**config.mk**
```make
export PLATFORM = sky130hd
export DESIGN_NAME = pgc_rle_image_decoder_top
export DESIGN_NICKNAME = d
export VERILOG_FILES = /design/src/hdl/pgcrle_pkg.sv /design/src/hdl/pgc_rle_image_decoder_top.sv /design/src/hdl/pgcrle_apb.sv /design/src/hdl/pgcrle_core.sv
export SDC_FILE = /design/constraint.sdc
export NUM_CORES = 1
export LEC_CHECK = 0
export BUFFER_PORTS_ARGS = -buffer_cell sky130_fd_sc_hd__buf_2
export CAP_MARGIN = 20
export CORE_MARGIN = 2
export CORE_UTILIZATION = 28
export DETAILED_ROUTE_END_ITERATION = 12
export GPL_ROUTABILITY_DRIVEN = 0
export PLACE_DENSITY = 0.5
export SLEW_MARGIN = 10
export SYNTH_ARGS = -nofsm -noshare
export SYNTH_HDL_FRONTEND = slang
export SYNTH_SLANG_ARGS = --single-unit
```
**constraint.sdc**
```tcl
create_clock -name clk_i -period 10.42 [get_ports clk_i]
set_clock_uncertainty 0.1 [all_clocks]
set_input_delay 3.126 -clock clk_i [delete_from_list [all_inputs] [get_ports clk_i]]
set_output_delay 3.126 -clock clk_i [all_outputs]
set_load 0.02 [all_outputs]
```
**src/hdl/pgcrle_pkg.sv**
```systemverilog
// pgcrle_pkg: shared types and constants for the run-length screen image decoder
// widths, mode and status codes, one-hot phase encoding, result struct
// no dependencies
`timescale 1ns / 1ps

package pgcrle_pkg;

  localparam int unsigned IMAGE_BYTES_DEF = 1920;

  localparam int unsigned BYTE_W   = 8;
  localparam int unsigned COUNT_W  = 7;
  localparam int unsigned OFFSET_W = 11;
  localparam int unsigned STATUS_W = 3;
  localparam int unsigned MODE_W   = 2;
  localparam int unsigned HDR_W    = 3;
  localparam int unsigned SKIP_W   = 16;
  localparam int unsigned PADDR_W  = 3;
  localparam int unsigned PDATA_W  = 32;

  // register index of the mode register
  localparam logic [PADDR_W-3:0] REG_MODE = '0;
  localparam logic [MODE_W-1:0]  MODE_RESET = 2'd1;

  // container modes; the remaining code behaves as raw
  localparam logic [MODE_W-1:0] MODE_RAW = 2'd0;
  localparam logic [MODE_W-1:0] MODE_PGC = 2'd1;
  localparam logic [MODE_W-1:0] MODE_PGX = 2'd2;

  // signature and record bytes
  localparam logic [BYTE_W-1:0] SIG_P       = 8'h50;
  localparam logic [BYTE_W-1:0] SIG_G       = 8'h47;
  localparam logic [BYTE_W-1:0] SIG_X       = 8'h58;
  localparam logic [BYTE_W-1:0] SIG_VER     = 8'h01;
  localparam logic [BYTE_W-1:0] REC_NONE    = 8'hFF;
  localparam logic [BYTE_W-1:0] REC_IMAGE   = 8'h00;

  localparam logic [HDR_W-1:0] SIG_LEN      = 3'd3;
  localparam logic [HDR_W-1:0] HDR_LAST     = 3'd7;
  localparam logic [HDR_W-1:0] REC_TYPE_IDX = 3'd0;
  localparam logic [HDR_W-1:0] REC_LO_IDX   = 3'd1;
  localparam logic [HDR_W-1:0] REC_HI_IDX   = 3'd2;

  typedef enum logic [STATUS_W-1:0] {
    ST_OK        = 3'd0,
    ST_BAD_SIG   = 3'd1,
    ST_NO_IMAGE  = 3'd2,
    ST_EARLY_END = 3'd3,
    ST_CLIPPED   = 3'd4,
    ST_RAW_LONG  = 3'd5
  } status_e;

  typedef enum logic [7:0] {
    PH_SIG  = 8'b0000_0001,
    PH_HDR  = 8'b0000_0010,
    PH_REC  = 8'b0000_0100,
    PH_SKIP = 8'b0000_1000,
    PH_CTRL = 8'b0001_0000,
    PH_LIT  = 8'b0010_0000,
    PH_RUN  = 8'b0100_0000,
    PH_DONE = 8'b1000_0000
  } phase_e;

  typedef struct packed {
    logic [BYTE_W-1:0]   out_byte;
    logic [COUNT_W-1:0]  repeat_count;
    logic [OFFSET_W-1:0] out_offset;
    logic                image_done;
    status_e             status;
  } result_t;

endpackage

```
**src/hdl/pgc_rle_image_decoder_top.sv**
```systemverilog
// a byte is held in the input register, and its result is held in the result register
// throughput: one byte per cycle; a byte that yields a result waits only for a free result register
// bytes that yield no result never stall on the output side
// reset: asynchronous active-low; mode returns to compressed, decoder to signature check
// top level of the run-length screen image decoder
// depends on pgcrle_pkg, pgcrle_apb, pgcrle_core
`timescale 1ns / 1ps

module pgc_rle_image_decoder_top #(
  parameter int unsigned IMAGE_BYTES = pgcrle_pkg::IMAGE_BYTES_DEF
) (
  input  logic                            clk_i,
  input  logic                            rst_ni,
  input  logic                            psel,
  input  logic                            penable,
  input  logic                            pwrite,
  input  logic [pgcrle_pkg::PADDR_W-1:0]  paddr,
  input  logic [pgcrle_pkg::PDATA_W-1:0]  pwdata,
  output logic [pgcrle_pkg::PDATA_W-1:0]  prdata,
  output logic                            pready,
  input  logic                            in_valid_i,
  output logic                            in_ready_o,
  input  logic [pgcrle_pkg::BYTE_W-1:0]   in_byte_i,
  input  logic                            last_byte_i,
  output logic                            out_valid_o,
  input  logic                            out_ready_i,
  output logic [pgcrle_pkg::BYTE_W-1:0]   out_byte_o,
  output logic [pgcrle_pkg::COUNT_W-1:0]  repeat_count_o,
  output logic [pgcrle_pkg::OFFSET_W-1:0] out_offset_o,
  output logic                            image_done_o,
  output logic [pgcrle_pkg::STATUS_W-1:0] status_o
);
  import pgcrle_pkg::*;

  logic [MODE_W-1:0] mode;
  logic              in_valid_q, in_valid_d;
  logic [BYTE_W-1:0] in_byte_q;
  logic              in_last_q;
  logic              in_xfer, advance, out_free, emit;
  result_t           res, res_q;
  logic              out_valid_q, out_valid_d;

  pgcrle_apb u_apb (
    .clk_i   (clk_i),
    .rst_ni  (rst_ni),
    .psel    (psel),
    .penable (penable),
    .pwrite  (pwrite),
    .paddr   (paddr),
    .pwdata  (pwdata),
    .prdata  (prdata),
    .pready  (pready),
    .mode_o  (mode)
  );

  pgcrle_core #(
    .IMAGE_BYTES (IMAGE_BYTES)
  ) u_core (
    .clk_i     (clk_i),
    .rst_ni    (rst_ni),
    .fire_i    (advance),
    .in_byte_i (in_byte_q),
    .last_i    (in_last_q),
    .mode_i    (mode),
    .emit_o    (emit),
    .res_o     (res)
  );

  assign out_free   = !out_valid_q || out_ready_i;
  assign advance    = in_valid_q && (!emit || out_free);
  assign in_ready_o = !in_valid_q || advance;
  assign in_xfer    = in_valid_i && in_ready_o;

  always_comb begin
    in_valid_d = in_valid_q;
    if (in_xfer) begin
      in_valid_d = 1'b1;
    end else if (advance) begin
      in_valid_d = 1'b0;
    end
  end

  always_comb begin
    out_valid_d = out_valid_q;
    if (advance && emit) begin
      out_valid_d = 1'b1;
    end else if (out_ready_i) begin
      out_valid_d = 1'b0;
    end
  end

  always_ff @(posedge clk_i or negedge rst_ni) begin
    if (!rst_ni) begin
      in_valid_q  <= 1'b0;
      out_valid_q <= 1'b0;
    end else begin
      in_valid_q  <= in_valid_d;
      out_valid_q <= out_valid_d;
    end
  end

  always_ff @(posedge clk_i) begin
    if (in_xfer) begin
      in_byte_q <= in_byte_i;
      in_last_q <= last_byte_i;
    end
    if (advance && emit) begin
      res_q <= res;
    end
  end

  assign out_valid_o    = out_valid_q;
  assign out_byte_o     = res_q.out_byte;
  assign repeat_count_o = res_q.repeat_count;
  assign out_offset_o   = res_q.out_offset;
  assign image_done_o   = res_q.image_done;
  assign status_o       = res_q.status;

  // a result must never overwrite one still waiting for its transfer
  a_no_overwrite: assert property (@(posedge clk_i) disable iff (!rst_ni)
    !(advance && emit && out_valid_q && !out_ready_i))
    else $error("result register overwritten while stalled");

  // a reported span stays inside the image
  a_span_in_image: assert property (@(posedge clk_i) disable iff (!rst_ni)
    out_valid_o |-> ({1'b0, out_offset_o} + {{(OFFSET_W+1-COUNT_W){1'b0}}, repeat_count_o})
      <= (OFFSET_W+1)'(IMAGE_BYTES))
    else $error("result span exceeds image");

  // any non-ok status ends the image
  a_status_ends: assert property (@(posedge clk_i) disable iff (!rst_ni)
    (advance && emit && (res.status != ST_OK)) |=> (out_valid_o && image_done_o))
    else $error("error status without image_done");

endmodule

```
**src/hdl/pgcrle_apb.sv**
```systemverilog
// pgcrle_apb: apb-style configuration register (container mode)
// depends on pgcrle_pkg
`timescale 1ns / 1ps

module pgcrle_apb (
  input  logic                            clk_i,
  input  logic                            rst_ni,
  input  logic                            psel,
  input  logic                            penable,
  input  logic                            pwrite,
  input  logic [pgcrle_pkg::PADDR_W-1:0]  paddr,
  input  logic [pgcrle_pkg::PDATA_W-1:0]  pwdata,
  output logic [pgcrle_pkg::PDATA_W-1:0]  prdata,
  output logic                            pready,
  output logic [pgcrle_pkg::MODE_W-1:0]   mode_o
);
  import pgcrle_pkg::*;

  logic [MODE_W-1:0]    mode_q, mode_d;
  logic [PADDR_W-3:0]   reg_idx;
  logic                 wr_en;

  // byte-lane bits of the address are ignored
  assign reg_idx = paddr[PADDR_W-1:2];
  assign pready  = 1'b1;
  assign wr_en   = psel & penable & pwrite & pready & (reg_idx == REG_MODE);

  always_comb begin
    mode_d = mode_q;
    if (wr_en) begin
      mode_d = pwdata[MODE_W-1:0];
    end
  end

  always_ff @(posedge clk_i or negedge rst_ni) begin
    if (!rst_ni) begin
      mode_q <= MODE_RESET;
    end else begin
      mode_q <= mode_d;
    end
  end

  always_comb begin
    prdata = '0;
    if (reg_idx == REG_MODE) begin
      prdata = {{(PDATA_W-MODE_W){1'b0}}, mode_q};
    end
  end

  assign mode_o = mode_q;

endmodule

```
**src/hdl/pgcrle_core.sv**
```systemverilog
// pgcrle_core: decoder state registers and the per-byte step logic
// signature check, container walk, run/literal decode, early-end handling
// depends on pgcrle_pkg
`timescale 1ns / 1ps

module pgcrle_core #(
  parameter int unsigned IMAGE_BYTES = pgcrle_pkg::IMAGE_BYTES_DEF
) (
  input  logic                           clk_i,
  input  logic                           rst_ni,
  input  logic                           fire_i,
  input  logic [pgcrle_pkg::BYTE_W-1:0]  in_byte_i,
  input  logic                           last_i,
  input  logic [pgcrle_pkg::MODE_W-1:0]  mode_i,
  output logic                           emit_o,
  output pgcrle_pkg::result_t            res_o
);
  import pgcrle_pkg::*;

  localparam logic [OFFSET_W-1:0] IMG = OFFSET_W'(IMAGE_BYTES);

  phase_e              phase_q, phase_d;
  logic [HDR_W-1:0]    hc_q, hc_d;
  logic [COUNT_W-1:0]  lit_q, lit_d;
  logic [COUNT_W-1:0]  run_q, run_d;
  logic [OFFSET_W-1:0] pos_q, pos_d;
  logic [SKIP_W-1:0]   skip_q, skip_d;
  logic [BYTE_W-1:0]   len_lo_q, len_lo_d;
  logic                rec_img_q, rec_img_d;

  logic                raw, was_done, done, emit;
  status_e             st;
  logic [BYTE_W-1:0]   ob;
  logic [COUNT_W-1:0]  rc;
  logic [OFFSET_W-1:0] off;
  logic [OFFSET_W-1:0] rem, cnt, pos_inc, pos_run;
  logic [OFFSET_W-1:0] run_ext;
  logic [HDR_W-1:0]    hc_inc;
  logic [BYTE_W-1:0]   want;
  logic [SKIP_W-1:0]   skip_dec;
  logic [COUNT_W-1:0]  lit_dec;
  logic                clip;

  assign raw      = !((mode_i == MODE_PGC) || (mode_i == MODE_PGX));
  assign was_done = (phase_q == PH_DONE);
  // out position never exceeds the image size, so no wrap here
  assign rem      = IMG - pos_q;
  assign run_ext  = OFFSET_W'(run_q);
  assign clip     = (run_ext > rem);
  assign cnt      = clip ? rem : run_ext;
  assign pos_inc  = pos_q + OFFSET_W'(1);
  assign pos_run  = pos_q + cnt;
  assign hc_inc   = hc_q + HDR_W'(1);
  assign skip_dec = skip_q - SKIP_W'(skip_q != '0);
  assign lit_dec  = lit_q - COUNT_W'(lit_q != '0);

  always_comb begin
    priority if (hc_q == REC_TYPE_IDX) begin
      want = SIG_P;
    end else if (hc_q == REC_LO_IDX) begin
      want = SIG_G;
    end else if (mode_i == MODE_PGX) begin
      want = SIG_X;
    end else begin
      want = SIG_VER;
    end
  end

  always_comb begin
    phase_d   = phase_q;
    hc_d      = hc_q;
    lit_d     = lit_q;
    run_d     = run_q;
    pos_d     = pos_q;
    skip_d    = skip_q;
    len_lo_d  = len_lo_q;
    rec_img_d = rec_img_q;
    emit      = 1'b0;
    ob        = '0;
    rc        = '0;
    off       = '0;
    st        = ST_OK;
    done      = 1'b0;

    if (was_done) begin
      // ignore bytes until re-armed
    end else if (raw) begin
      if (pos_q < IMG) begin
        emit  = 1'b1;
        ob    = in_byte_i;
        rc    = COUNT_W'(1);
        off   = pos_q;
        pos_d = pos_inc;
        if ((pos_inc >= IMG) && last_i) begin
          done = 1'b1;
        end
      end else begin
        emit = 1'b1;
        st   = ST_RAW_LONG;
        done = 1'b1;
      end
    end else begin
      unique case (phase_q)
        PH_SIG: begin
          if (in_byte_i != want) begin
            emit = 1'b1;
            st   = ST_BAD_SIG;
            done = 1'b1;
          end else begin
            hc_d = hc_inc;
            if (hc_inc >= SIG_LEN) begin
              if (mode_i == MODE_PGX) begin
                phase_d = PH_HDR;
              end else begin
                phase_d = PH_CTRL;
                hc_d    = '0;
              end
            end
          end
        end
        PH_HDR: begin
          if (hc_q == HDR_LAST) begin
            phase_d = PH_REC;
            hc_d    = '0;
          end else begin
            hc_d = hc_inc;
          end
        end
        PH_REC: begin
          if ((hc_q == REC_TYPE_IDX) && (in_byte_i == REC_NONE)) begin
            emit = 1'b1;
            st   = ST_NO_IMAGE;
            done = 1'b1;
          end else begin
            if (hc_q == REC_TYPE_IDX) begin
              rec_img_d = (in_byte_i == REC_IMAGE);
            end
            if (hc_q == REC_LO_IDX) begin
              len_lo_d = in_byte_i;
            end
            if (hc_q == REC_HI_IDX) begin
              skip_d = {in_byte_i, len_lo_q};
            end
            if (hc_q == HDR_LAST) begin
              hc_d = '0;
              if (rec_img_q) begin
                phase_d = PH_CTRL;
                pos_d   = '0;
              end else if (skip_q != '0) begin
                phase_d = PH_SKIP;
              end
            end else begin
              hc_d = hc_inc;
            end
          end
        end
        PH_SKIP: begin
          skip_d = skip_dec;
          if (skip_dec == '0) begin
            phase_d = PH_REC;
            hc_d    = '0;
          end
        end
        PH_CTRL: begin
          if (in_byte_i[BYTE_W-1]) begin
            run_d   = in_byte_i[COUNT_W-1:0];
            phase_d = PH_RUN;
          end else if (in_byte_i != '0) begin
            lit_d   = in_byte_i[COUNT_W-1:0];
            phase_d = PH_LIT;
          end
        end
        PH_RUN: begin
          phase_d = PH_CTRL;
          // a zero-length run swallows its data byte silently
          if (run_q != '0) begin
            emit = 1'b1;
            if (clip) begin
              st   = ST_CLIPPED;
              done = 1'b1;
            end
            if (cnt != '0) begin
              ob  = in_byte_i;
              rc  = cnt[COUNT_W-1:0];
              off = pos_q;
            end
            pos_d = pos_run;
            if (pos_run >= IMG) begin
              done = 1'b1;
            end
          end
        end
        PH_LIT: begin
          emit = 1'b1;
          if (pos_q >= IMG) begin
            st   = ST_CLIPPED;
            done = 1'b1;
          end else begin
            ob    = in_byte_i;
            rc    = COUNT_W'(1);
            off   = pos_q;
            pos_d = pos_inc;
            lit_d = lit_dec;
            if (pos_inc >= IMG) begin
              done = 1'b1;
              if (lit_dec != '0) begin
                st = ST_CLIPPED;
              end
            end else if (lit_dec == '0) begin
              phase_d = PH_CTRL;
            end
          end
        end
        PH_DONE: begin
        end
        default: begin
          phase_d = PH_DONE;
        end
      endcase
    end

    if (done) begin
      phase_d = PH_DONE;
    end

    if (last_i) begin
      if (!was_done && !done) begin
        if (!raw && ((phase_d == PH_HDR) || (phase_d == PH_REC) || (phase_d == PH_SKIP))) begin
          st = ST_NO_IMAGE;
        end else begin
          st = ST_EARLY_END;
        end
        emit = 1'b1;
        done = 1'b1;
      end
      phase_d   = PH_SIG;
      hc_d      = '0;
      lit_d     = '0;
      run_d     = '0;
      pos_d     = '0;
      skip_d    = '0;
      len_lo_d  = '0;
      rec_img_d = 1'b0;
    end
  end

  always_ff @(posedge clk_i or negedge rst_ni) begin
    if (!rst_ni) begin
      phase_q   <= PH_SIG;
      hc_q      <= '0;
      lit_q     <= '0;
      run_q     <= '0;
      pos_q     <= '0;
      skip_q    <= '0;
      len_lo_q  <= '0;
      rec_img_q <= 1'b0;
    end else if (fire_i) begin
      phase_q   <= phase_d;
      hc_q      <= hc_d;
      lit_q     <= lit_d;
      run_q     <= run_d;
      pos_q     <= pos_d;
      skip_q    <= skip_d;
      len_lo_q  <= len_lo_d;
      rec_img_q <= rec_img_d;
    end
  end

  assign emit_o             = emit;
  assign res_o.out_byte     = ob;
  assign res_o.repeat_count = rc;
  assign res_o.out_offset   = off;
  assign res_o.image_done   = done;
  assign res_o.status       = st;

endmodule
```
==> results of run 1 <==
## path summary, 6_finish.rpt
kind | startpoint | endpoint | slack (ns) | depth (start not counted)
hold / removal | u_core.skip_q[0] | u_core.skip_q[0] | 0.42 | 1
min in group asynchronous | rst_ni | u_core.skip_q[14] | 2.76 | 1
hold reg to reg | u_core.skip_q[0] | u_core.skip_q[0] | 0.42 | 1
setup / recovery | u_core.pos_q[0] | in_ready_o | 0.97 | 23
setup reg to reg | u_core.pos_q[0] | out_offset_o[5] | 3.78 | 23
max in group asynchronous | rst_ni | u_core.pos_q[2] | 6.81 | 1
## critical path: cells and delay by family, from the launching register on
kind	cells	cell delay [ns]
AO/OA/AOI/OAI	8	2.27
XOR/XNOR	1	0.19
adder cells (fa/ha/maj)	4	1.34
buffers and inverters	3	0.37
flip-flops	1	0.65
AND/OR/NAND/NOR	7	1.00
## state kept, by name, indices dropped and copies added, names as in the netlist, 2 cells and up
register and flops:
in_byte_q 8, out_byte_o 8, out_offset_o 11, repeat_count_o 7, status_o 3, u_apb.mode_o 2
u_core.hc_q 3, u_core.len_lo_q 8, u_core.lit_q 7, u_core.phase_q 8, u_core.pos_q 11, u_core.run_q 7
u_core.skip_q 16
## through the flow
stage	worst slack, ns	utilization	std cells	hold slack (ns)	total power, mW
2_1_floorplan	2.26	-	914	0.364	1.26
3_3_place_gp	1.41	0.299	1233	0.378	1.54
3_5_place_dp	1.40	0.299	1233	0.394	1.55
4_1_cts	0.979	0.309	1249	0.412	1.88
5_1_grt	0.481	0.309	1250	0.430	2.01
6_report	0.974	0.309	1250	0.416	1.87
## area by class of cell
| type | count | share of cell area |
|---|---|---|
| Sequential cell | 104 | 0.339 |
| Clock inverter | 7 | 0.00560 |
| Inverter | 34 | 0.0154 |
| Timing Repair Buffer | 66 | 0.0442 |
| Multi-Input combinational cell | 689 | 0.517 |
| Clock buffer | 9 | 0.0272 |
| Tap cell | 341 | 0.0516 |
## synth_stat cells (5+ instances only)
master                     number
sky130_fd_sc_hd__a211oi_1       6
sky130_fd_sc_hd__a21boi_0       6
sky130_fd_sc_hd__nand2b_1      13
sky130_fd_sc_hd__mux2_1         5
sky130_fd_sc_hd__nand4_1       16
sky130_fd_sc_hd__and2_1        22
sky130_fd_sc_hd__or4_1         10
sky130_fd_sc_hd__ha_1          27
sky130_fd_sc_hd__inv_1         34
sky130_fd_sc_hd__nor4_1        22
sky130_fd_sc_hd__a22o_1        11
sky130_fd_sc_hd__nand2_1       63
sky130_fd_sc_hd__o21ai_0       67
sky130_fd_sc_hd__buf_2          8
sky130_fd_sc_hd__a21o_1        10
sky130_fd_sc_hd__or3_1          6
sky130_fd_sc_hd__o21a_1        12
sky130_fd_sc_hd__or2_2          5
sky130_fd_sc_hd__nand3_1       20
sky130_fd_sc_hd__edfxtp_1      39
sky130_fd_sc_hd__o22ai_1        8
sky130_fd_sc_hd__dfrtp_1       63
sky130_fd_sc_hd__o31ai_1       11
sky130_fd_sc_hd__a21oi_1       67
sky130_fd_sc_hd__xnor2_1       13
sky130_fd_sc_hd__nor2_1        70
sky130_fd_sc_hd__nor2b_1       13
sky130_fd_sc_hd__o21ai_1       22
sky130_fd_sc_hd__a31oi_1        9
sky130_fd_sc_hd__nor3_1        26
sky130_fd_sc_hd__nand4b_1       7
sky130_fd_sc_hd__and3_1         8
sky130_fd_sc_hd__buf_4         32
sky130_fd_sc_hd__clkbuf_1      44
sky130_fd_sc_hd__nor3b_1        5
## cells by family after synthesis
| family | count (synthesis) | share of synthesized area |
|---|---|---|
| compound gates | 278 | 0.236 |
| flops | 104 | 0.371 |
| mux | 13 | 0.0187 |
| fa+ha+maj | 28 | 0.0474 |
| simple gates | 322 | 0.228 |
| other cells | 2 | 0.000995 |
| buf+inv | 121 | 0.0794 |
| xor+xnor | 16 | 0.0186 |
## routing by layer
layer | global-route usage | part of all wire | up-vias | wire (microns)
li1 | - | - | 3260 | -
met1 | 0.229 | 0.48 | 3297 | 11100
met2 | 0.272 | 0.46 | 168 | 10600
met3 | 0.0270 | 0.042 | 22 | 975
met4 | 0.0367 | 0.014 | 0 | 315
met5 | 0 | 0 | - | 0
## report_power, final
| group | switching, mW | internal [mW] | total (mW) |
|---|---|---|---|
| Combinational | 0.612 | 0.316 | 0.929 |
| Clock | 0.163 | 0.162 | 0.325 |
| Sequential | 0.0788 | 0.534 | 0.613 |
==> impl_metrics.sql, run 1 <==
INSERT INTO impl_metrics (metric_group, metric, value, unit) VALUES
('power_and_ir_drop', 'peakVddDrop', '106', 'uV'),
('logic_synthesis', 'ys.flop_type', 'sky130_fd_sc_hd__dfrtp_1', ''),
('logic_synthesis', 'synth_area_leaders', 'sky130_fd_sc_hd__dfrtp_1, sky130_fd_sc_hd__edfxtp_1, sky130_fd_sc_hd__ha_1', ''),
('flow_run', 'cap_violations', '0', ''),
('layout', 'post-route-cell-area', '8270', 'sq um'),
('global_routing', 'vias_in_the_first_global_route', '6342', ''),
('worst_setup_path', 'type_of_the_worst_setup_path', 'register to output port', ''),
('logic_synthesis', 'syn_inst', '884', ''),
('sta', 'timing_worst_slew_pin_value', '1.05', 'ns'),
('global_routing', 'groute.usage.overall', '0.165', ''),
('worst_hold_path', 'hp-class', 'register to register', ''),
('floorplan', 'die_area', '28300', 'sq um'),
('sta', 'finalSetupViolCount', '0', ''),
('drt', 'vias_per_cell', '5.40', ''),
('cts', 'cts.repair_timing.setup_buffer_count', '0', ''),
('drt', 'avgRoutedWirePerCell', '18.4', 'microns'),
('cts', 'cts_resizes', '0', ''),
('layout', 'layout_commonest_cell', 'sky130_fd_sc_hd__nor2_1', ''),
('floorplan', 'fp.dieW', '168', 'microns'),
('worst_setup_path', 'crit_path_max_fanout', '15', ''),
('layout', 'n_fill_cell', '2854', ''),
('cts', 'cts-buffers-inserted', '9', ''),
('cts', 'cts-hold-fix-buffers', '0', ''),
('floorplan', 'core-area', '26700', 'sq um'),
('worst_setup_path', 'worst_setup_path_end_kind', 'output port', ''),
('logic_synthesis', 'syn-mean-instance-area', '8.54', 'sq um'),
('floorplan', 'io-pin-count', '116', ''),
('drt', 'drt_first_iter_violations', '427', ''),
('worst_setup_path', 'critPathArrivalTime', '6.22', 'ns'),
('layout', 'multi_input_logic_area', '4280', 'sq um'),
('sta', 'final_period_demand_of_the_worst_path', '9.45', 'ns'),
('floorplan', 'num_rows', '60', ''),
('worst_setup_path', 'cpMaxStageDelayCell', 'sky130_fd_sc_hd__dfrtp_1', ''),
('status', 'status', 'finished, final reports clean', ''),
('sta', 'tns', '0', 'ns'),
('drt', 'drtPass1Iterations', '4', ''),
('cts', 'cts_max_level', '3', ''),
('cts', 'clock-sinks', '104', ''),
('sta', 'final_hold_violation_count', '0', ''),
('logic_synthesis', 'synth_top_area_frac', '0.209', ''),
('layout', 'final_nets', '983', ''),
('logic_synthesis', 'asyncSetResetFlopFracSynth', '0.625', ''),
('sta', 'layout_worst_path_cycle_share', '0.907', ''),
('sta', 'slew_viol_final', '0', ''),
('cts', 'clk_path_buf_depth', '2', ''),
('logic_synthesis', 'synthDominantAreaCellType', 'sky130_fd_sc_hd__dfrtp_1', ''),
('drt', 'finalWirelength', '23000', 'microns'),
('logic_synthesis', 'ys_seq_elements', '104', ''),
('layout', 'commonest_cells_after_routing_fill_and_taps_aside', 'sky130_fd_sc_hd__nor2_1, sky130_fd_sc_hd__o21ai_0, sky130_fd_sc_hd__a21oi_1', ''),
('layout', 'antenna_cells_inserted', '0', ''),
('logic_synthesis', 'synth_seq_area_share', '0.371', ''),
('floorplan', 'initial_core_util', '0.282', ''),
('layout', 'seqCellArea', '2800', 'sq um'),
('worst_setup_path', 'critPathMaxStageDelay', '0.65', 'ns'),
('global_routing', 'pin_count_of_the_biggest_net_entering_global_routing', '66', ''),
('logic_synthesis', 'post_synth_instance_area', '7550', 'sq um'),
('drt', 'ant_nets', '0', ''),
('cts', 'cts-root-buf', 'sky130_fd_sc_hd__clkbuf_16', ''),
('logic_synthesis', 'ys_warn_count', '0', ''),
('power_and_ir_drop', 'power_per_cell_area', '226', 'nW/um^2'),
('cts', 'worst_skew_pair.late_latency', '0.37', 'ns'),
('sta', 'timing.fmax', '106', 'MHz'),
('global_routing', 'grt_overflow', '0', ''),
('global_routing', 'antenna_violations_before_repair', '0', ''),
('sta', 'rsz0062_at_grt', 'false', ''),
('logic_synthesis', 'synth_cell_types', '78', ''),
('drt', 'vias', '6747', ''),
('worst_setup_path', 'timing.critical_path.cells', 'inv_1, ha_1, nand2b_1, nor2_1, xnor2_1, inv_1, ha_1, nand3_1, a31o_2, a221o_1, nand2_1, o21ai_0, ha_1, fa_1, a211o_1, a21oi_1, nor3_1, o211ai_2, o211ai_2, o21a_1, nor3_1, nand2_1, buf_2', ''),
('power_and_ir_drop', 'leakagePower', '3.34', 'nW'),
('placement', 'dpl.hpwl', '15900', 'microns'),
('logic_synthesis', 'synth-edff-count', '39', '');
(Power assumes the default switching activity.)
==> inputs of run 2 (changes only) <==
Settings changed: CORE_UTILIZATION 28 to 58, GPL_ROUTABILITY_DRIVEN 0 to not set, PLACE_DENSITY 0.5 to 0.86.
==> run 2 against run 1 <==
Hold slack worse by 0.013 ns; register-to-register slack worse by 0.30 ns; combinational power decreased by 2%; final cell count down 14%; routed wire length down 12%.
==> impl_metrics.sql, run 2 (same netlist as run 1, synthesis figures left out) <==
INSERT INTO impl_metrics (metric_group, metric, value, unit) VALUES
('sta', 'maxSlewHeadroom', '0.332', ''),
('global_routing', 'grt_overflow', '0', ''),
('layout', 'layout_commonest_cell', 'sky130_fd_sc_hd__nor2_1', ''),
('worst_setup_path', 'critPathArrivalTime', '6.26', 'ns'),
('placement', 'placement.cell_area', '7750', 'sq um'),
('worst_setup_path', 'timing.critical_path.cells', 'inv_1, ha_1, nand2b_1, nor2_1, xnor2_1, inv_1, ha_1, nand3_1, a31o_2, a221o_1, nand2_1, o21ai_0, ha_1, fa_1, a21oi_1, o22ai_1, mux2_2, o22ai_1, o211ai_2, o21a_1, nor3_1, nand2_1, buf_2', ''),
('worst_setup_path', 'worst_ep_required_time', '7.19', 'ns'),
('power_and_ir_drop', 'cellInternalPower', '1.06', 'mW'),
('drt', 'avgRoutedWirePerCell', '18.8', 'microns'),
('cts', 'clock-sinks', '104', ''),
('drt', 'drt_first_iter_violations', '759', ''),
('power_and_ir_drop', 'peakVddDrop', '135', 'uV'),
('layout', 'post-route-cell-area', '8080', 'sq um'),
('placement', 'globalplace.congestion', '0.959', ''),
('cts', 'cts-root-buf', 'sky130_fd_sc_hd__clkbuf_16', ''),
('sta', 'timing.fmax', '105', 'MHz'),
('flow_run', 'cap_violations', '0', ''),
('floorplan', 'fp.dieW', '118', 'microns'),
('power_and_ir_drop', 'combinationalPowerShare', '0.482', ''),
('worst_setup_path', 'type_of_the_worst_setup_path', 'register to output port', ''),
('drt', 'top_layer', 'met4', ''),
('global_routing', 'groute.usage.overall', '0.293', ''),
('cts', 'clk_path_buf_depth', '2', ''),
('global_routing', 'grt_first_pass_wirelength', '32600', 'microns'),
('drt', 'vias', '7085', ''),
('sta', 'slew_viol_final', '0', ''),
('layout', 'commonest_cells_after_routing_fill_and_taps_aside', 'sky130_fd_sc_hd__nor2_1, sky130_fd_sc_hd__a21oi_1, sky130_fd_sc_hd__o21ai_0', ''),
('layout', 'seqCellArea', '2800', 'sq um'),
('status', 'status', 'finished, final reports clean', ''),
('power_and_ir_drop', 'netSwitchingFraction', '0.441', ''),
('drt', 'route.met3.wl', '2010', 'microns'),
('power_and_ir_drop', 'power_per_cell_area', '234', 'nW/um^2'),
('cts', 'cts-buffers-inserted', '9', ''),
('sta', 'worst_slack', '0.938', 'ns'),
('cts', 'cts_max_level', '3', ''),
('worst_setup_path', 'crit_path_max_fanout', '15', ''),
('placement', 'dpl.hpwl', '13900', 'microns'),
('sta', 'tns', '0', 'ns'),
('layout', 'multi_input_logic_area', '4260', 'sq um'),
('worst_setup_path', 'worst_setup_path_end_kind', 'output port', ''),
('sta', 'final_hold_violation_count', '0', ''),
('power_and_ir_drop', 'clock_power_share', '0.195', ''),
('worst_setup_path', 'rrSetupSlack', '3.48', 'ns'),
('sta', 'timing_worst_slew_pin_value', '1.00', 'ns'),
('worst_hold_path', 'hp-class', 'register to register', ''),
('worst_setup_path', 'type_of_origin_of_the_critical_path', 'register', ''),
('drt', 'finalWirelength', '20300', 'microns'),
('cts', 'cts-hold-fix-buffers', '0', ''),
('sta', 'hold_ws', '0.403', 'ns'),
('floorplan', 'dieHeight', '118', 'microns'),
('power_and_ir_drop', 'share_seq_of_total_power', '0.324', ''),
('cts', 'cts.clk_slew.worst_paths', '0.07', 'ns'),
('sta', 'finalSetupViolCount', '0', ''),
('placement', 'io_buffers', '52', ''),
('layout', 'registers.top_by_ff_count', 'u_core.skip_q', ''),
('worst_setup_path', 'cpMaxStageDelayCell', 'sky130_fd_sc_hd__dfrtp_1', ''),
('drt', 'drt-met1-wl', '8630', 'microns'),
('placement', 'dp.cells', '1062', ''),
('sta', 'rsz0062_at_grt', 'false', ''),
('floorplan', 'core-area', '12700', 'sq um'),
('global_routing', 'pin_count_of_the_biggest_net_entering_global_routing', '66', ''),
('worst_setup_path', 'dominant_delay_contributor_by_cell_family_on_the_critical_path', 'compound AO/OA/AOI/OAI gates', ''),
('cts', 'cts.repair_timing.setup_buffer_count', '0', ''),
('drt', 'vias_per_cell', '6.56', ''),
('drt', 'routed-wl-met2', '9040', 'microns'),
('floorplan', 'num_rows', '41', ''),
('drt', 'ant_nets', '0', ''),
('drt', 'drtPass1Iterations', '5', ''),
('power_and_ir_drop', 'leakagePower', '3.35', 'nW'),
('layout', 'final-instance-count-excl-fill', '1080', ''),
('power_and_ir_drop', 'p_switching', '0.834', 'mW'),
('layout', 'final_layout_size_suffix_gt1_frac', '0.117', ''),
('sta', 'final_period_demand_of_the_worst_path', '9.48', 'ns'),
('drt', 'drc', '0', ''),
('cts', 'cts_resizes', '0', ''),
('layout', 'antenna_cells_inserted', '0', ''),
('floorplan', 'initial_core_util', '0.596', ''),
('global_routing', 'vias_in_the_first_global_route', '6494', ''),
('worst_setup_path', 'critPathMaxStageDelay', '0.68', 'ns'),
('cts', 'worst_skew_pair.late_latency', '0.37', 'ns'),
('worst_setup_path', 'critPathMostFrequentCell', 'sky130_fd_sc_hd__ha_1', ''),
('sta', 'layout_worst_path_cycle_share', '0.910', ''),
('layout', 'area_growth_syn_to_layout', '7.01', '%'),
('global_routing', 'antenna_violations_before_repair', '0', ''),
('layout', 'largest_register_ffs', '16', ''),
('layout', 'n_fill_cell', '1072', ''),
('cts', 'cts_tree', 'done', ''),
('worst_setup_path', 'path_buf_inv', '3', ''),
('floorplan', 'die_area', '13900', 'sq um'),
('layout', 'final_nets', '982', ''),
('placement', 'place_ws', '1.52', 'ns'),
('floorplan', 'io-pin-count', '116', '');
run 2: cell count changes in the layout (fill, tap and decap cells not counted), moves of 2 or more:
cell | previous run | this run
sky130_fd_sc_hd__clkinv_2 | 3 | 0
sky130_fd_sc_hd__clkinvlp_4 | 3 | 1
sky130_fd_sc_hd__buf_4 | 14 | 12
sky130_fd_sc_hd__clkbuf_1 | 0 | 2
sky130_fd_sc_hd__bufinv_16 | 0 | 2
run 2: layout make-up:
| cell class | instances | area share |
|---|---|---|
| multi-input combinational | 689 | 0.528 |
| sequential | 104 | 0.347 |
| timing repair buffer | 65 | 0.0440 |
| clock buffer | 11 | 0.0288 |
| tap | 172 | 0.0267 |
| inverter | 34 | 0.0158 |
| clock inverter | 5 | 0.00992 |
run 2: worst paths after layout:
| check | depth (start not counted) | endpoint | startpoint |
|---|---|---|---|
| worst min-delay path | 1 | u_core.skip_q[0] | u_core.skip_q[0] |
| worst max register to register | 22 | u_core.skip_q[2] | u_core.pos_q[0] |
| worst max-delay path | 23 | in_ready_o | u_core.pos_q[0] |
| min in group asynchronous | 2 | u_core.skip_q[5] | rst_ni |
| worst min register to register | 1 | u_core.skip_q[0] | u_core.skip_q[0] |
| max in group asynchronous | 2 | u_core.lit_q[0] | rst_ni |
run 2: through the flow:
stage                      util  power [mW]
after floorplan               -        1.26
after global placement    0.612        1.48
after detailed placement  0.612        1.50
after CTS                 0.636        1.87
after global routing      0.637        2.00
final                     0.637        1.89
run 2: power by group through the flow:
stage,Combinational (mW),Sequential (mW),Clock (mW)
finish,0.911,0.612,0.368
global placement,0.863,0.615,0
global route,0.989,0.620,0.388
detailed placement,0.882,0.617,0
CTS,0.889,0.609,0.370
floorplan,0.609,0.656,0
run 2: worst register-to-register path, stage by stage (launching register included):
cell and delay, ns:
sky130_fd_sc_hd__dfrtp_1 0.68, sky130_fd_sc_hd__inv_1 0.13, sky130_fd_sc_hd__ha_1 0.29, sky130_fd_sc_hd__nand2b_1 0.14, sky130_fd_sc_hd__nor2_1 0.06, sky130_fd_sc_hd__xnor2_1 0.20
sky130_fd_sc_hd__inv_1 0.08, sky130_fd_sc_hd__ha_1 0.28, sky130_fd_sc_hd__nand3_1 0.10, sky130_fd_sc_hd__a31o_2 0.23, sky130_fd_sc_hd__a221o_1 0.53, sky130_fd_sc_hd__nand2_1 0.14
sky130_fd_sc_hd__o21ai_0 0.13, sky130_fd_sc_hd__ha_1 0.33, sky130_fd_sc_hd__fa_1 0.48, sky130_fd_sc_hd__a211o_1 0.33, sky130_fd_sc_hd__a21oi_1 0.29, sky130_fd_sc_hd__o21a_1 0.19
sky130_fd_sc_hd__o211ai_2 0.10, sky130_fd_sc_hd__o211ai_2 0.31, sky130_fd_sc_hd__o211a_1 0.88, sky130_fd_sc_hd__nand3_1 0.57, sky130_fd_sc_hd__o22ai_1 0.28
run 2: layer usage:
metal  track usage  up-vias
li1              -     3265
met2         0.447      420
met1         0.395     3334
met4         0.143        0
met5             0        -
met3        0.0630       66
==> inputs of run 3 (changes only) <==
Settings changed: CORE_ASPECT_RATIO set to 0.8, TNS_END_PERCENT set to 100.
==> run 3 against run 2 <==
Clock power down 8.2%; core utilization fell by 0.71 points; non-clock buffer count down 2; register-to-register slack got worse by 0.16 ns; sequential share of layout area rose by 0.097 points; clock-buffer cell count decreased by 1; hold slack lost 0.0073 ns; first-iteration DRC count grew 27%; worst setup slack got worse by 0.12 ns; largest cell class unchanged.
==> impl_metrics.sql, run 3 (same netlist as run 1, synthesis figures left out) <==
INSERT INTO impl_metrics (metric_group, metric, value, unit) VALUES
('drt', 'drc', '0', ''),
('placement', 'io_buffers', '52', ''),
('power_and_ir_drop', 'peakVddDrop', '121', 'uV'),
('global_routing', 'grt_overflow', '0', ''),
('layout', 'commonest_cells_after_routing_fill_and_taps_aside', 'sky130_fd_sc_hd__nor2_1, sky130_fd_sc_hd__a21oi_1, sky130_fd_sc_hd__o21ai_0', ''),
('worst_setup_path', 'worst_ep_required_time', '7.19', 'ns'),
('sta', 'final_period_demand_of_the_worst_path', '9.60', 'ns'),
('flow_run', 'cap_violations', '0', ''),
('floorplan', 'fp.dieW', '132', 'microns'),
('cts', 'cts.clk_slew.worst_paths', '0.08', 'ns'),
('sta', 'worst_slack', '0.820', 'ns'),
('floorplan', 'die_area', '13900', 'sq um'),
('worst_setup_path', 'rrSetupSlack', '3.32', 'ns'),
('layout', 'n_fill_cell', '1121', ''),
('layout', 'final_nets', '980', ''),
('worst_setup_path', 'crit-reg2reg-capture', 'u_core.pos_q[5]', ''),
('cts', 'cts-root-buf', 'sky130_fd_sc_hd__clkbuf_16', ''),
('worst_setup_path', 'timing.reg2reg.worst_path_depth', '20', ''),
('worst_setup_path', 'type_of_origin_of_the_critical_path', 'register', ''),
('layout', 'final-instance-count-excl-fill', '1081', ''),
('placement', 'dpl.hpwl', '13800', 'microns'),
('drt', 'avgRoutedWirePerCell', '18.6', 'microns'),
('layout', 'finalCoreUtilization', '0.630', ''),
('cts', 'cts-hold-fix-buffers', '0', ''),
('sta', 'slew_viol_final', '0', ''),
('sta', 'maxSlewHeadroom', '0.282', ''),
('global_routing', 'grt_first_pass_wirelength', '32200', 'microns'),
('sta', 'rsz0062_at_grt', 'false', ''),
('layout', 'registers.top_by_ff_count', 'u_core.skip_q', ''),
('cts', 'clock-sinks', '104', ''),
('cts', 'worst_skew_pair.late_latency', '0.35', 'ns'),
('cts', 'cts.repair_timing.setup_buffer_count', '0', ''),
('drt', 'drtPass1Iterations', '9', ''),
('status', 'status', 'finished, final reports clean', ''),
('worst_hold_path', 'hp-class', 'register to register', ''),
('layout', 'area_growth_syn_to_layout', '6.72', '%'),
('sta', 'layout_worst_path_cycle_share', '0.921', ''),
('floorplan', 'io-pin-count', '116', ''),
('global_routing', 'antenna_violations_before_repair', '0', ''),
('floorplan', 'dieHeight', '106', 'microns'),
('sta', 'timing.fmax', '104', 'MHz'),
('sta', 'finalSetupViolCount', '0', ''),
('cts', 'cts-buffers-inserted', '9', ''),
('drt', 'drt_first_iter_violations', '963', ''),
('cts', 'clk_path_buf_depth', '2', ''),
('global_routing', 'groute.usage.overall', '0.289', ''),
('power_and_ir_drop', 'total_power', '1.87', 'mW'),
('sta', 'tns', '0', 'ns'),
('worst_setup_path', 'critPathArrivalTime', '6.37', 'ns'),
('worst_setup_path', 'worst_setup_path_end_kind', 'output port', ''),
('power_and_ir_drop', 'leakagePower', '3.33', 'nW'),
('global_routing', 'vias_in_the_first_global_route', '6159', ''),
('floorplan', 'num_rows', '37', ''),
('placement', 'dp.cells', '1063', ''),
('power_and_ir_drop', 'power_per_cell_area', '232', 'nW/um^2'),
('placement', 'globalplace.congestion', '0.983', ''),
('worst_setup_path', 'crit_path_max_fanout', '15', ''),
('drt', 'finalWirelength', '20100', 'microns'),
('global_routing', 'pin_count_of_the_biggest_net_entering_global_routing', '66', ''),
('layout', 'final_layout_size_suffix_gt1_frac', '0.117', ''),
('drt', 'vias', '6970', ''),
('worst_setup_path', 'critical_path.reg2reg.startpoint', 'u_core.pos_q[5]', ''),
('layout', 'layout_commonest_cell', 'sky130_fd_sc_hd__nor2_1', ''),
('drt', 'vias_per_cell', '6.45', ''),
('floorplan', 'core-area', '12800', 'sq um'),
('layout', 'antenna_cells_inserted', '0', ''),
('sta', 'final_hold_violation_count', '0', ''),
('sta', 'timing_worst_slew_pin_value', '1.07', 'ns'),
('cts', 'cts_tree', 'done', ''),
('cts', 'cts_resizes', '0', ''),
('cts', 'cts_max_level', '3', ''),
('layout', 'largest_register_ffs', '16', ''),
('drt', 'ant_nets', '0', ''),
('placement', 'place_ws', '1.44', 'ns'),
('worst_setup_path', 'cp_endpoint', 'in_ready_o', ''),
('floorplan', 'initial_core_util', '0.591', ''),
('worst_setup_path', 'type_of_the_worst_setup_path', 'register to output port', ''),
('worst_setup_path', 'beginning_of_the_critical_path', 'u_core.pos_q[5]', '');
[run 3: report_power, final]
group / total [mW] / internal (mW) / switching (mW)
logic: 0.921 / 0.313 / 0.608
clock network: 0.338 / 0.169 / 0.168
registers: 0.608 / 0.533 / 0.0741
[run 3: through the flow]
step / instance area, sq um / hold slack (ns)
5_1_grt: 8050 / 0.407
4_1_cts: 8040 / 0.399
3_5_place_dp: 7740 / 0.382
3_3_place_gp: 7740 / 0.376
2_1_floorplan: 7660 / 0.364
6_report: 8050 / 0.396
[run 3: worst min path at each step]
stage,slack [ns],depth (start not counted),startpoint,end
detailed placement,0.38,1,u_core.skip_q[0],u_core.skip_q[0]
CTS,0.40,1,u_core.skip_q[0],u_core.skip_q[0]
global route,0.41,1,u_core.skip_q[0],u_core.skip_q[0]
global placement,0.38,1,u_core.skip_q[0],u_core.skip_q[0]
floorplan,0.36,1,u_core.skip_q[0],u_core.skip_q[0]
finish,0.40,1,u_core.skip_q[0],u_core.skip_q[0]
[run 3: critical path, stage by stage (launching register included)]
cell and delay (ns):
sky130_fd_sc_hd__dfrtp_1 0.52, sky130_fd_sc_hd__nor4_2 0.61, sky130_fd_sc_hd__nand2_1 0.16, sky130_fd_sc_hd__xor2_1 0.21
sky130_fd_sc_hd__inv_1 0.08, sky130_fd_sc_hd__ha_1 0.33, sky130_fd_sc_hd__nand3_1 0.13, sky130_fd_sc_hd__a31o_2 0.23
sky130_fd_sc_hd__a221o_1 0.54, sky130_fd_sc_hd__nand2_1 0.14, sky130_fd_sc_hd__o21ai_0 0.13, sky130_fd_sc_hd__ha_1 0.30
sky130_fd_sc_hd__fa_1 0.46, sky130_fd_sc_hd__a211o_1 0.34, sky130_fd_sc_hd__a21oi_1 0.32, sky130_fd_sc_hd__nor3_1 0.11
sky130_fd_sc_hd__o211ai_2 0.21, sky130_fd_sc_hd__o211ai_2 0.20, sky130_fd_sc_hd__o21a_1 0.29, sky130_fd_sc_hd__nor3_1 0.43
sky130_fd_sc_hd__nand2_1 0.10, sky130_fd_sc_hd__buf_2 0.17
[run 3: cell type report]
| cell class | instances | area (sq um) | area share |
|---|---|---|---|
| Multi-Input combinational cell | 689 | 4270 | 0.531 |
| Timing Repair Buffer | 63 | 340 | 0.0423 |
| Tap cell | 175 | 219 | 0.0272 |
| Clock inverter | 6 | 63.8 | 0.00792 |
| Inverter | 34 | 128 | 0.0158 |
| Clock buffer | 10 | 229 | 0.0284 |
| Sequential cell | 104 | 2800 | 0.348 |
[run 3: metal layers]
metal	global-route usage	part of all wire	up-vias
li1	-	-	3250
met1	0.433	0.45	3283
met2	0.409	0.42	405
met3	0.0815	0.12	32
met4	0.0769	0.014	0
met5	0	0	-
